## src/design/tsd_pkg.sv

```systemverilog
// ----------------------------------------------------------------------------
// tsd_pkg
// Shared types, codes and constants of the tar stream deframer.
// ----------------------------------------------------------------------------
package tsd_pkg;

    localparam int SIZE_BITS_DEF = 36;

    // header layout, byte offsets within a 512-byte block
    localparam logic [8:0] BLOCK_LAST = 9'd511;
    localparam logic [8:0] SIZE_AT    = 9'd124;
    localparam logic [8:0] SIZE_END   = 9'd135;
    localparam logic [8:0] TYPE_AT    = 9'd156;
    localparam logic [8:0] MAGIC_AT   = 9'd257;
    localparam logic [8:0] MAGIC_END  = 9'd261;

    // typeflag characters
    localparam logic [7:0] TF_NUL  = 8'h00;
    localparam logic [7:0] TF_REG  = 8'h30; // '0'
    localparam logic [7:0] TF_LINK = 8'h31; // '1'
    localparam logic [7:0] TF_SYM  = 8'h32; // '2'
    localparam logic [7:0] TF_DIR  = 8'h35; // '5'
    localparam logic [7:0] TF_PAXG = 8'h67; // 'g'
    localparam logic [7:0] TF_PAXX = 8'h78; // 'x'

    typedef enum logic [2:0] {
        EV_DATA    = 3'd0,
        EV_FILE    = 3'd1,
        EV_DIR     = 3'd2,
        EV_LINK    = 3'd3,
        EV_PAX     = 3'd4,
        EV_BAD_MAG = 3'd5,
        EV_BAD_TYP = 3'd6,
        EV_END     = 3'd7
    } t_event;

    // control from the header walker to the size field parser
    typedef struct packed {
        logic load;   // size field byte present
        logic clear;  // header complete, restart the parser
    } t_acc_ctl;

    function automatic logic [7:0] magic_char(input logic [2:0] idx);
        logic [7:0] c;
        unique case (idx)
            3'd0:    c = 8'h75; // u
            3'd1:    c = 8'h73; // s
            3'd2:    c = 8'h74; // t
            3'd3:    c = 8'h61; // a
            3'd4:    c = 8'h72; // r
            default: c = 8'h00;
        endcase
        return c;
    endfunction

endpackage

```

## src/design/tsd_octal_acc.sv

```systemverilog
// ----------------------------------------------------------------------------
// tsd_octal_acc
// Octal size field parser: skips leading white space, accumulates octal
// digits, stops at the first other byte, saturates at the field maximum.
// ----------------------------------------------------------------------------
module tsd_octal_acc
    import tsd_pkg::*;
#(
    parameter int SIZE_BITS = SIZE_BITS_DEF
) (
    input  logic                 i_clk,
    input  logic                 i_rst_n,
    input  t_acc_ctl             i_ctl,
    input  logic [7:0]           i_byte,
    output logic [SIZE_BITS-1:0] o_size
);

    typedef enum logic [2:0] {
        DP_SKIP   = 3'b001,
        DP_DIGITS = 3'b010,
        DP_DONE   = 3'b100
    } t_dphase;

    t_dphase              r_dphase, n_dphase;
    logic [SIZE_BITS-1:0] r_acc, n_acc;
    logic                 is_digit;
    logic                 is_space;
    logic                 ovf;

    assign is_digit = (i_byte >= 8'h30) && (i_byte <= 8'h37);
    assign is_space = (i_byte == 8'h20) || ((i_byte >= 8'h09) && (i_byte <= 8'h0d));
    // shifting by three overflows exactly when any of the top three bits is set
    assign ovf      = (r_acc[SIZE_BITS-1 -: 3] != 3'd0);

    always_comb begin
        n_dphase = r_dphase;
        n_acc    = r_acc;
        if (i_ctl.clear) begin
            n_dphase = DP_SKIP;
            n_acc    = '0;
        end else if (i_ctl.load) begin
            unique case (r_dphase)
                DP_SKIP: begin
                    if (is_digit) begin
                        n_acc    = SIZE_BITS'(i_byte[2:0]);
                        n_dphase = DP_DIGITS;
                    end else if (!is_space) begin
                        n_dphase = DP_DONE;
                    end
                end
                DP_DIGITS: begin
                    if (is_digit) begin
                        n_acc = ovf ? '1 : {r_acc[SIZE_BITS-4:0], i_byte[2:0]};
                    end else begin
                        n_dphase = DP_DONE;
                    end
                end
                DP_DONE: ;
                default: n_dphase = DP_DONE;
            endcase
        end
    end

    always_ff @(posedge i_clk) begin
        if (!i_rst_n) begin
            r_dphase <= DP_SKIP;
            r_acc    <= '0;
        end else begin
            r_dphase <= n_dphase;
            r_acc    <= n_acc;
        end
    end

    assign o_size = r_acc;

endmodule

```

## src/design/tar_stream_deframer.sv

```systemverilog
// ----------------------------------------------------------------------------
// tar_stream_deframer
// Splits an uncompressed ustar byte stream into entry events and file bytes.
// ----------------------------------------------------------------------------
// Slave side takes one archive byte per transfer. Master side gives at most
// one result per byte: an entry event after the last byte of each 512-byte
// header, or a content byte of a regular file, with tlast on the final one.
// Header bytes, link and directory sizes, PAX bodies and block padding give
// nothing. Two zero headers in a row give the end event; bad magic or an
// unsupported typeflag gives an error event. After either, bytes are taken
// and dropped until reset.
// A byte goes from the slave side into the input register, then through the
// parse logic into the output register on the master side.
// One byte per cycle is sustained; the input register drains whenever the
// output register is empty or being read, so a stalled receiver holds the
// result and backs up the slave side after one more byte.
// Synchronous reset returns the parser to the start of a header with empty
// registers on both sides.
// ----------------------------------------------------------------------------
module tar_stream_deframer
    import tsd_pkg::*;
#(
    parameter int SIZE_BITS = SIZE_BITS_DEF,
    localparam int TDATA_W  = ((19 + SIZE_BITS + 7) / 8) * 8
) (
    input  logic               i_clk,
    input  logic               i_rst_n,
    input  logic               i_s_axis_tvalid,
    output logic               o_s_axis_tready,
    input  logic [7:0]         i_s_axis_tdata,  // [7:0] stream_byte
    output logic               o_m_axis_tvalid,
    input  logic               i_m_axis_tready,
    // [2:0] event_res, [10:3] payload_byte, [SIZE_BITS+10:11] entry_size,
    // [SIZE_BITS+18:SIZE_BITS+11] entry_type, rest zero
    output logic [TDATA_W-1:0] o_m_axis_tdata,
    output logic               o_m_axis_tlast   // last_of_file
);

    typedef enum logic [5:0] {
        PH_HEADER = 6'b000001,
        PH_FILE   = 6'b000010,
        PH_PAX    = 6'b000100,
        PH_PAD    = 6'b001000,
        PH_END    = 6'b010000,
        PH_ERROR  = 6'b100000
    } t_phase;

    // input register
    logic                 r_in_vld;
    logic [7:0]           r_in_byte;
    logic                 proc;

    // parse state
    t_phase               r_phase, n_phase;
    logic [8:0]           r_off, n_off;
    logic [SIZE_BITS-1:0] r_bl, n_bl;
    logic [8:0]           r_pad, n_pad;
    logic                 r_prefix_zero, n_prefix_zero;
    logic                 r_magic_ok, n_magic_ok;
    logic [7:0]           r_type, n_type;
    logic                 r_seen_zero, n_seen_zero;

    t_acc_ctl             acc_ctl;
    logic [SIZE_BITS-1:0] acc_size;

    // result
    logic                 res_vld;
    t_event               res_ev;
    logic [7:0]           res_pay;
    logic [SIZE_BITS-1:0] res_size;
    logic [7:0]           res_type;
    logic                 res_last;

    // output register
    logic                 r_m_vld;
    t_event               r_ev;
    logic [7:0]           r_pay;
    logic [SIZE_BITS-1:0] r_size;
    logic [7:0]           r_otype;
    logic                 r_last;

    logic [SIZE_BITS-1:0] bl_dec;
    logic [8:0]           pad_dec;
    logic [8:0]           body_pad;
    logic                 in_magic;

    assign proc            = r_in_vld && (!r_m_vld || i_m_axis_tready);
    assign o_s_axis_tready = !r_in_vld || proc;

    assign bl_dec   = (r_bl == '0) ? '0 : r_bl - 1'b1;
    assign pad_dec  = (r_pad == '0) ? '0 : r_pad - 1'b1;
    assign body_pad = 9'd0 - acc_size[8:0];
    assign in_magic = (r_off >= MAGIC_AT) && (r_off <= MAGIC_END);

    tsd_octal_acc #(
        .SIZE_BITS (SIZE_BITS)
    ) u_octal_acc (
        .i_clk   (i_clk),
        .i_rst_n (i_rst_n),
        .i_ctl   (acc_ctl),
        .i_byte  (r_in_byte),
        .o_size  (acc_size)
    );

    always_comb begin
        n_phase       = r_phase;
        n_off         = r_off;
        n_bl          = r_bl;
        n_pad         = r_pad;
        n_prefix_zero = r_prefix_zero;
        n_magic_ok    = r_magic_ok;
        n_type        = r_type;
        n_seen_zero   = r_seen_zero;
        acc_ctl       = '0;
        res_vld       = 1'b0;
        res_ev        = EV_DATA;
        res_pay       = '0;
        res_size      = '0;
        res_type      = '0;
        res_last      = 1'b0;

        if (proc) begin
            unique case (r_phase)
                PH_FILE: begin
                    n_bl    = bl_dec;
                    res_vld = 1'b1;
                    res_pay = r_in_byte;
                    if (bl_dec == '0) begin
                        res_last = 1'b1;
                        n_phase  = (r_pad != '0) ? PH_PAD : PH_HEADER;
                    end
                end
                PH_PAX: begin
                    n_bl = bl_dec;
                    if (bl_dec == '0) begin
                        n_phase = (r_pad != '0) ? PH_PAD : PH_HEADER;
                    end
                end
                PH_PAD: begin
                    n_pad = pad_dec;
                    if (pad_dec == '0) begin
                        n_phase = PH_HEADER;
                    end
                end
                PH_HEADER: begin
                    if (r_off < MAGIC_AT && r_in_byte != 8'h00) begin
                        n_prefix_zero = 1'b0;
                    end
                    if (r_off == TYPE_AT) begin
                        n_type = r_in_byte;
                    end
                    if (in_magic && r_in_byte != magic_char(3'(r_off - MAGIC_AT))) begin
                        n_magic_ok = 1'b0;
                    end
                    acc_ctl.load = (r_off >= SIZE_AT) && (r_off <= SIZE_END);

                    if (r_off == BLOCK_LAST) begin
                        // header complete: restart the collectors and dispatch
                        n_off         = '0;
                        n_prefix_zero = 1'b1;
                        n_magic_ok    = 1'b1;
                        n_type        = '0;
                        acc_ctl.clear = 1'b1;
                        res_type      = r_type;
                        if (r_prefix_zero) begin
                            if (r_seen_zero) begin
                                n_phase = PH_END;
                                res_vld = 1'b1;
                                res_ev  = EV_END;
                            end else begin
                                n_seen_zero = 1'b1;
                            end
                        end else begin
                            n_seen_zero = 1'b0;
                            res_vld     = 1'b1;
                            res_size    = acc_size;
                            priority if (!r_magic_ok) begin
                                n_phase = PH_ERROR;
                                res_ev  = EV_BAD_MAG;
                            end else if (r_type == TF_DIR) begin
                                res_ev = EV_DIR;
                            end else if (r_type == TF_REG || r_type == TF_NUL
                                         || r_type == TF_PAXG || r_type == TF_PAXX) begin
                                res_ev  = (r_type == TF_REG || r_type == TF_NUL)
                                          ? EV_FILE : EV_PAX;
                                n_bl    = acc_size;
                                n_pad   = body_pad;
                                if (acc_size != '0) begin
                                    n_phase = (res_ev == EV_FILE) ? PH_FILE : PH_PAX;
                                end
                            end else if (r_type == TF_LINK || r_type == TF_SYM) begin
                                res_ev = EV_LINK;
                            end else begin
                                n_phase = PH_ERROR;
                                res_ev  = EV_BAD_TYP;
                            end
                        end
                    end else begin
                        n_off = r_off + 1'b1;
                    end
                end
                PH_END, PH_ERROR: ;
                default: n_phase = PH_ERROR;
            endcase
        end
    end

    always_ff @(posedge i_clk) begin
        if (!i_rst_n) begin
            r_in_vld      <= 1'b0;
            r_m_vld       <= 1'b0;
            r_phase       <= PH_HEADER;
            r_off         <= '0;
            r_bl          <= '0;
            r_pad         <= '0;
            r_prefix_zero <= 1'b1;
            r_magic_ok    <= 1'b1;
            r_type        <= '0;
            r_seen_zero   <= 1'b0;
        end else begin
            if (i_s_axis_tvalid && o_s_axis_tready) begin
                r_in_vld <= 1'b1;
            end else if (proc) begin
                r_in_vld <= 1'b0;
            end
            if (proc && res_vld) begin
                r_m_vld <= 1'b1;
            end else if (i_m_axis_tready) begin
                r_m_vld <= 1'b0;
            end
            r_phase       <= n_phase;
            r_off         <= n_off;
            r_bl          <= n_bl;
            r_pad         <= n_pad;
            r_prefix_zero <= n_prefix_zero;
            r_magic_ok    <= n_magic_ok;
            r_type        <= n_type;
            r_seen_zero   <= n_seen_zero;
        end
    end

    always_ff @(posedge i_clk) begin
        if (i_s_axis_tvalid && o_s_axis_tready) begin
            r_in_byte <= i_s_axis_tdata;
        end
        if (proc && res_vld) begin
            r_ev    <= res_ev;
            r_pay   <= res_pay;
            r_size  <= res_size;
            r_otype <= res_type;
            r_last  <= res_last;
        end
    end

    always_comb begin
        o_m_axis_tdata                             = '0;
        o_m_axis_tdata[2:0]                        = r_ev;
        o_m_axis_tdata[10:3]                       = r_pay;
        o_m_axis_tdata[SIZE_BITS+10:11]            = r_size;
        o_m_axis_tdata[SIZE_BITS+18:SIZE_BITS+11]  = r_otype;
    end

    assign o_m_axis_tvalid = r_m_vld;
    assign o_m_axis_tlast  = r_last;

endmodule

```

## config.mk

```make
export PLATFORM = sky130hd
export DESIGN_NAME = tar_stream_deframer
export DESIGN_NICKNAME = d
export VERILOG_FILES = /design/src/design/tsd_pkg.sv /design/src/design/tsd_octal_acc.sv /design/src/design/tar_stream_deframer.sv
export SDC_FILE = /design/constraint.sdc
export NUM_CORES = 1
export LEC_CHECK = 0
export ABC_AREA = 1
export ABC_CLOCK_PERIOD_IN_PS = 6300
export BUFFER_PORTS_ARGS = -buffer_cell sky130_fd_sc_hd__buf_2
export CAP_MARGIN = 5
export CORE_MARGIN = 1
export CORE_UTILIZATION = 30
export DETAILED_ROUTE_END_ITERATION = 16
export GPL_TIMING_DRIVEN = 1
export PLACE_DENSITY_LB_ADDON = 0.2
export SLEW_MARGIN = 20
export SYNTH_ARGS = -nofsm -noshare
export SYNTH_HDL_FRONTEND = slang
export SYNTH_SLANG_ARGS = --single-unit
```

## constraint.sdc

```tcl
create_clock -name i_clk -period 6.3 [get_ports i_clk]
set_clock_uncertainty 0.1 [all_clocks]
set_input_delay 0.63 -clock i_clk [delete_from_list [all_inputs] [get_ports i_clk]]
set_output_delay 0.63 -clock i_clk [all_outputs]
set_load 0.1 [all_outputs]
```

Word level (Yosys, flattened, before mapping)
Cells that the tools add are included.
- flip-flop bits (word level): 176
- input port bits: 12
- output and inout bits: 59
- add/sub/neg operators: 5
- magnitude comparators: 9
- eq/ne operators: 39
- mux-type cells: 66
- bitwise logic cells: 6
- reduce and logical (&&, ||, !) cells: 51
- operators with widths (cell ; number):
    two-way mux 36 bit ; 9
    one-hot mux 36 bit (2 select lines) ; 2
    zero test 36 bit ; 2
    two-way mux 9 bit ; 7
    two-way mux 6 bit ; 10
    equality test 8 x 6 -> 1 bit, second input constant ; 5
    nonzero test 36 bit ; 1
    subtractor 36 x 1 -> 36 bit, second input constant ; 1
    one-hot mux 7 bit (5 select lines) ; 1
    two-way mux 3 bit ; 11
    two-way mux 8 bit ; 4
    one-hot mux 6 bit (4 select lines) ; 1
    zero test 9 bit ; 2
    one-hot mux 9 bit (2 select lines) ; 1
    equality test 8 x 7 -> 1 bit, second input constant ; 2
    nonzero test 2 bit ; 8
    two-way mux 1 bit ; 15
    inequality test 2 bit, second input constant ; 7
    AND reduction 7 bit ; 2
    AND reduction 3 bit ; 4
    inequality test 5 bit, second input constant ; 2
    adder 9 x 1 -> 9 bit, second input constant ; 1
    equality test 3 x 1 -> 1 bit, second input constant ; 3
    equality test 3 x 2 -> 1 bit, second input constant ; 3
    44 further kinds ; 72

Longest topological paths before layout
- word-level depth: 12
- mapped depth: 19
- gate-level depth less buffers: 19

Modules after synthesis
A second synthesis with hierarchy kept.
- cells, all modules: 1343
- area total of the unflattened synthesis: 9818.2 µm²
- modules (own cells, without submodules) (module ; instances ; cells an instance ; area an instance (µm²) ; seq. area each (µm²)):
    tar_stream_deframer ; 1 ; 1125 ; 8114.0 ; 3383.2
    tsd_octal_acc ; 1 ; 218 ; 1704.1 ; 780.7

Worst setup path before layout
No wires, ideal clock.
- path kind: reg2reg
- start: reg r_off[0]
- end: reg r_last (netlist: o_m_axis_tlast) (enable)
- arrival time: 3300 ps
- data required time: 5784 ps
- setup slack: 2484 ps
- stages on the path, launching flop included: 13
- buffers on the path: 2
- cells stage by stage: dfxtp_1 ha_1 inv_1 nor4_1 ha_1 inv_1 clkbuf_1 nor2_1 inv_1 clkbuf_1 a21oi_1 inv_1 nand2_1
- word-level cells in the longest chain between the ends: 5
- RTL lines (element ; line ; source):
    from (decl) ; tar_stream_deframer.sv:55 ; logic [8:0] r_off, n_off;
    from (signal assigned) ; tar_stream_deframer.sv:232 ; r_off <= n_off;
    equality test 9 bit ; tar_stream_deframer.sv:157 ; if (r_off == BLOCK_LAST) begin
    two-way mux 1 bit ; tar_stream_deframer.sv:157 ;
    one-hot mux 1 bit (2 select lines) ; tar_stream_deframer.sv:123 ; unique case (r_phase)
    two-way mux 1 bit ; tar_stream_deframer.sv:122 ; if (proc) begin
    logical AND 1 bit ; tar_stream_deframer.sv:246 ; if (proc && res_vld) begin
    to (signal assigned) ; tar_stream_deframer.sv:251 ; r_last <= res_last;
    to (decl) ; tar_stream_deframer.sv:80 ; logic r_last;
No other way between the ends.
A chain may end at the register's enable or synchronous reset.

Worst setup path after layout
- start: reg r_off[4]
- end: reg r_size[7] (enable)
- word-level cells in the longest chain between the ends: 5
- RTL lines (element ; line ; source):
    equality test 9 bit ; tar_stream_deframer.sv:157 ;
    two-way mux 1 bit ; tar_stream_deframer.sv:157 ;
    one-hot mux 1 bit (2 select lines) ; tar_stream_deframer.sv:123 ;
    two-way mux 1 bit ; tar_stream_deframer.sv:122 ;
    logical AND 1 bit ; tar_stream_deframer.sv:246 ;
    to (signal assigned) ; tar_stream_deframer.sv:249 ; r_size <= res_size;
    to (decl) ; tar_stream_deframer.sv:78 ; logic [SIZE_BITS-1:0] r_size;
No other way between the ends.

==> summary.md <==
| Metric | Value |
|---|---|
| Num rows | `64` |
| Routed len/inst | `15.98 um` |
| TNS Setup | `0 ns` |
| Worst reg-to-reg path cell count | `12` |
| Hold Path End | `r_in_byte[5]` |
| Minimum hold slack | `between 0.2 and 0.3 ns` |
| Max Freq | `between 200 and 300 MHz` |
| CP peak stage delay | `roughly 0.49 ns` |
| Final Max Slew Viols | `0` |
| Mapped Cells | `roughly 1300` |
| Final period util | `56.74%` |
| Final GP Congestion | `~0.9` |
| Synth Register Bits | `roughly 180` |
| PortBufs | `~70` |
| Initial antenna violation count | `0` |
| Vias/cell | `4.914` |
| H-tree Lvls | `4` |
| Cts hold-fix bufs | `0` |
| Leakage | `~0.0043 uW` |
| Final hold vios | `0` |
| Die height | `between 150 and 200 um` |
| Initial Util | `between 30% and 40%` |
| Mapped cell area | `about 9500 um^2` |
| Fin crit period | `3.575 ns` |
| Crit Path Category | `register to register` |
| N_diodes | `0` |
| Failing checks | `design-rule violations` |
| Setup Viol. Count Final | `0` |
| Final wirelength | `between 20000 and 30000 um` |
| Max IR drop VDD | `0.2080 mV` |
| Min-Delay Path Class | `primary input to register` |
| Top_reg_cell synth | `dfxtp_1` |
| Pre-CTS WS | `about 2.3 ns` |
| Final WS setup | `2.725 ns` |
| Setup slack, reg-to-reg | `around 2.7 ns` |
| First-pass GRT wire length | `between 40000 and 50000 um` |
| DRT iter0 DRCs | `788` |
| PD cells | `~310 nW/um^2` |
| CTS Sinks | `between 150 and 200` |
| Reg clk slew, reported paths | `0.07 ns` |
| CTS Buf Count | `17` |
| WP data required | `~6.3 ns` |
| Startpoint types | `register` |
| DRT antenna net count | `0` |
| Total nets after synthesis | `around 1300` |
| Netlist cell types | `45` |
| RSZ-0062 raised after global routing | `no` |
| Hold path start | `i_s_axis_tdata[5]` |
| Asr flop ratio synth | `0%` |
| # DRC | `5` |
| Crit Path Max Fanout | `47` |
| Top-area cell type share of the netlist area | `about a quarter` |
| DIE AREA | `between 30000 and 40000 um^2` |
| Synth cell count leaders | `207 x nor2_1, 196 x nand2_1, 162 x inv_1` |
| R2r endpoint | `r_size[7]` |
| Post-CTS sizing | `0` |
| Postcts setup bufs | `0` |
| Synth area leaders | `dfxtp_1 24%, edfxtp_1 20%, nor2_1 8.2%` |
| Crit path capture type | `register` |
| Clk_lat worst skew | `between 0.4 and 0.5 ns` |
| Clock root cell | `clkbuf_16` |
| Sequential-to-total area share from yosys stat | `a little over two fifths` |
| Placed instance area | `approximately 10000 um^2` |
| Status | `finished, violations left` |
| Measured slew at the worst slew-check pin | `1.036 ns` |
| Cell Chain, Critical Path | `inv_1 > nor3_1 > inv_1 > nor4_1 > ha_1 > inv_1 > nor2_1 > inv_1 > a21oi_1 > inv_1 > nand2_4 > buf_4` |
| Relative max-transition margin | `about 31%` |
| Drt pass-1 iters | `13` |
| CTS tree | `done` |
| Die Wd | `approximately 180 um` |
| Syn_area_per_cell | `7.377 um^2` |
| Total GRT Usage | `about 17%` |
| Core area | `30830 um^2` |
| Area delta synth->final | `13.15%` |
| Most common cell in the netlist | `nor2_1` |
| Worst path slowest cell | `nand2_4` |
| Post-route cell area | `around 11000 um^2` |
| Largest net degree at the start of global routing | `73` |
| Final HPWL DP | `19790 um` |
| Post-synth EDFFs | `64` |
| Layout cells sized above 1 | `11.27%` |
| Nets | `1353` |
| Worst flop-to-flop path startpoint | `r_off[4]` |
| Ys Warns | `0` |
| Critical Path AT | `between 3 and 4 ns` |
| Most common cell on crit path | `inv_1` |
| Vias in the first global route | `~8100` |
| I/O pins | `71` |
| Hold path depth | `1` |
| Clk buf depth | `2` |
| Leading area contributor after synthesis | `dfxtp_1` |
| Max-cap viol count | `0` |
| Via Count | `8531` |
| Grt ovf | `0` |
where the power goes:
group / switching, uW / leakage (uW) / total, uW / internal [uW]
sequential: 28.3 / 0.00150 / 1220 / 1190
combinational: 710 / 0.00256 / 1010 / 297
clock: 485 / 0.000275 / 1070 / 584
area by class of cell:
cell class	count	area [um^2]
fill	3275	20100
multi-input combinational	883	4438
sequential	176	4164
inverter	172	645.6
tap	396	495.5
clock buffer	18	429.2
timing repair buffer	78	412.9
clock inverter	13	140.1
critical path, delay by kind of cell, from the launching register on:
kind / cells / cell delay [ns]
adders and majority gates: 1 / 0.26
DFF: 1 / 0.42
AOI/OAI and AO/OA: 1 / 0.19
buffers and inverters: 6 / 1.01
and+or+nand+nor: 4 / 1.30
kinds of logic (layout without fill, tap and decap cells):
logic type	count (synthesis)	in the layout	synth area share, %
buf+inv	226	281	9.411
simple gates	558	558	25.78
fa+ha+maj	13	13	1.716
xor+xnor	14	14	1.294
other cells	1	1	0.03956
flops	176	176	43.93
compound gates	297	297	17.83
flip-flops by register name (all words and copies together) (netlist names), 3 cells and up:
name,flops
r_bl,36
r_size,36
u_octal_acc.o_size,36
r_off,9
r_pad,9
r_in_byte,8
r_otype,8
r_pay,8
r_type,8
r_phase,6
r_ev,3
u_octal_acc.r_dphase,3
stage by stage:
stage,total power [uW],instances,utilization [%]
floorplan,2036,1285,-
global placement,2242,1704,32.90
detailed placement,2247,1704,32.90
CTS,3309,1735,34.75
global route,3501,1736,34.79
finish,3299,1736,34.79
cells in the final DEF, fill, tap and decap left out, drive strengths merged:
cell / synthesis / routed
o21ai: 132 / 132
xor2: 13 / 13
a32oi: 1 / 1
nand4: 20 / 20
buf: 18 / 78
nand3: 76 / 76
o211ai: 24 / 24
clkinvlp: 0 / 2
xnor2: 1 / 1
or2: 3 / 3
o22ai: 1 / 1
o2111ai: 1 / 1
a211oi: 36 / 36
nand2: 203 / 203
nor3: 19 / 19
clkinv: 3 / 9
bufinv: 0 / 2
nand3b: 2 / 2
ha: 13 / 13
o21bai: 6 / 6
a31oi: 8 / 8
o2111a: 1 / 1
conb: 1 / 1
a311oi: 1 / 1
edfxtp: 64 / 64
o31ai: 1 / 1
clkbuf: 36 / 18
o311ai: 1 / 1
nor2: 225 / 225
o32ai: 1 / 1
inv: 169 / 172
dfxtp: 112 / 112
nor4: 10 / 10
a21oi: 83 / 83
per-layer routing:
| layer | vias to the layer above | track usage [%] | wire [um] |
|---|---|---|---|
| met4 | 0 | 6.241 | 611 |
| met5 | - | 0 | 0 |
| met2 | 177 | 28.75 | 13020 |
| met3 | 30 | 2.836 | 860 |
| met1 | 3942 | 23.07 | 13260 |
| li1 | 4382 | - | - |
worst max-delay path by stage:
| stage | cells past startpoint | slack, ns | startpoint | end |
|---|---|---|---|---|
| detailed placement | 12 | 2.32 | r_off[4] | r_size[10] |
| floorplan | 12 | 2.48 | r_off[0] | o_m_axis_tlast |
| finish | 12 | 2.73 | r_off[4] | r_size[7] |
| global placement | 12 | 2.41 | i_m_axis_tready | r_size[10] |
| global route | 12 | 2.37 | r_off[4] | r_size[7] |
| CTS | 12 | 2.28 | r_off[4] | r_size[7] |
No activity file was read; power rests on OpenSTA's default activity.
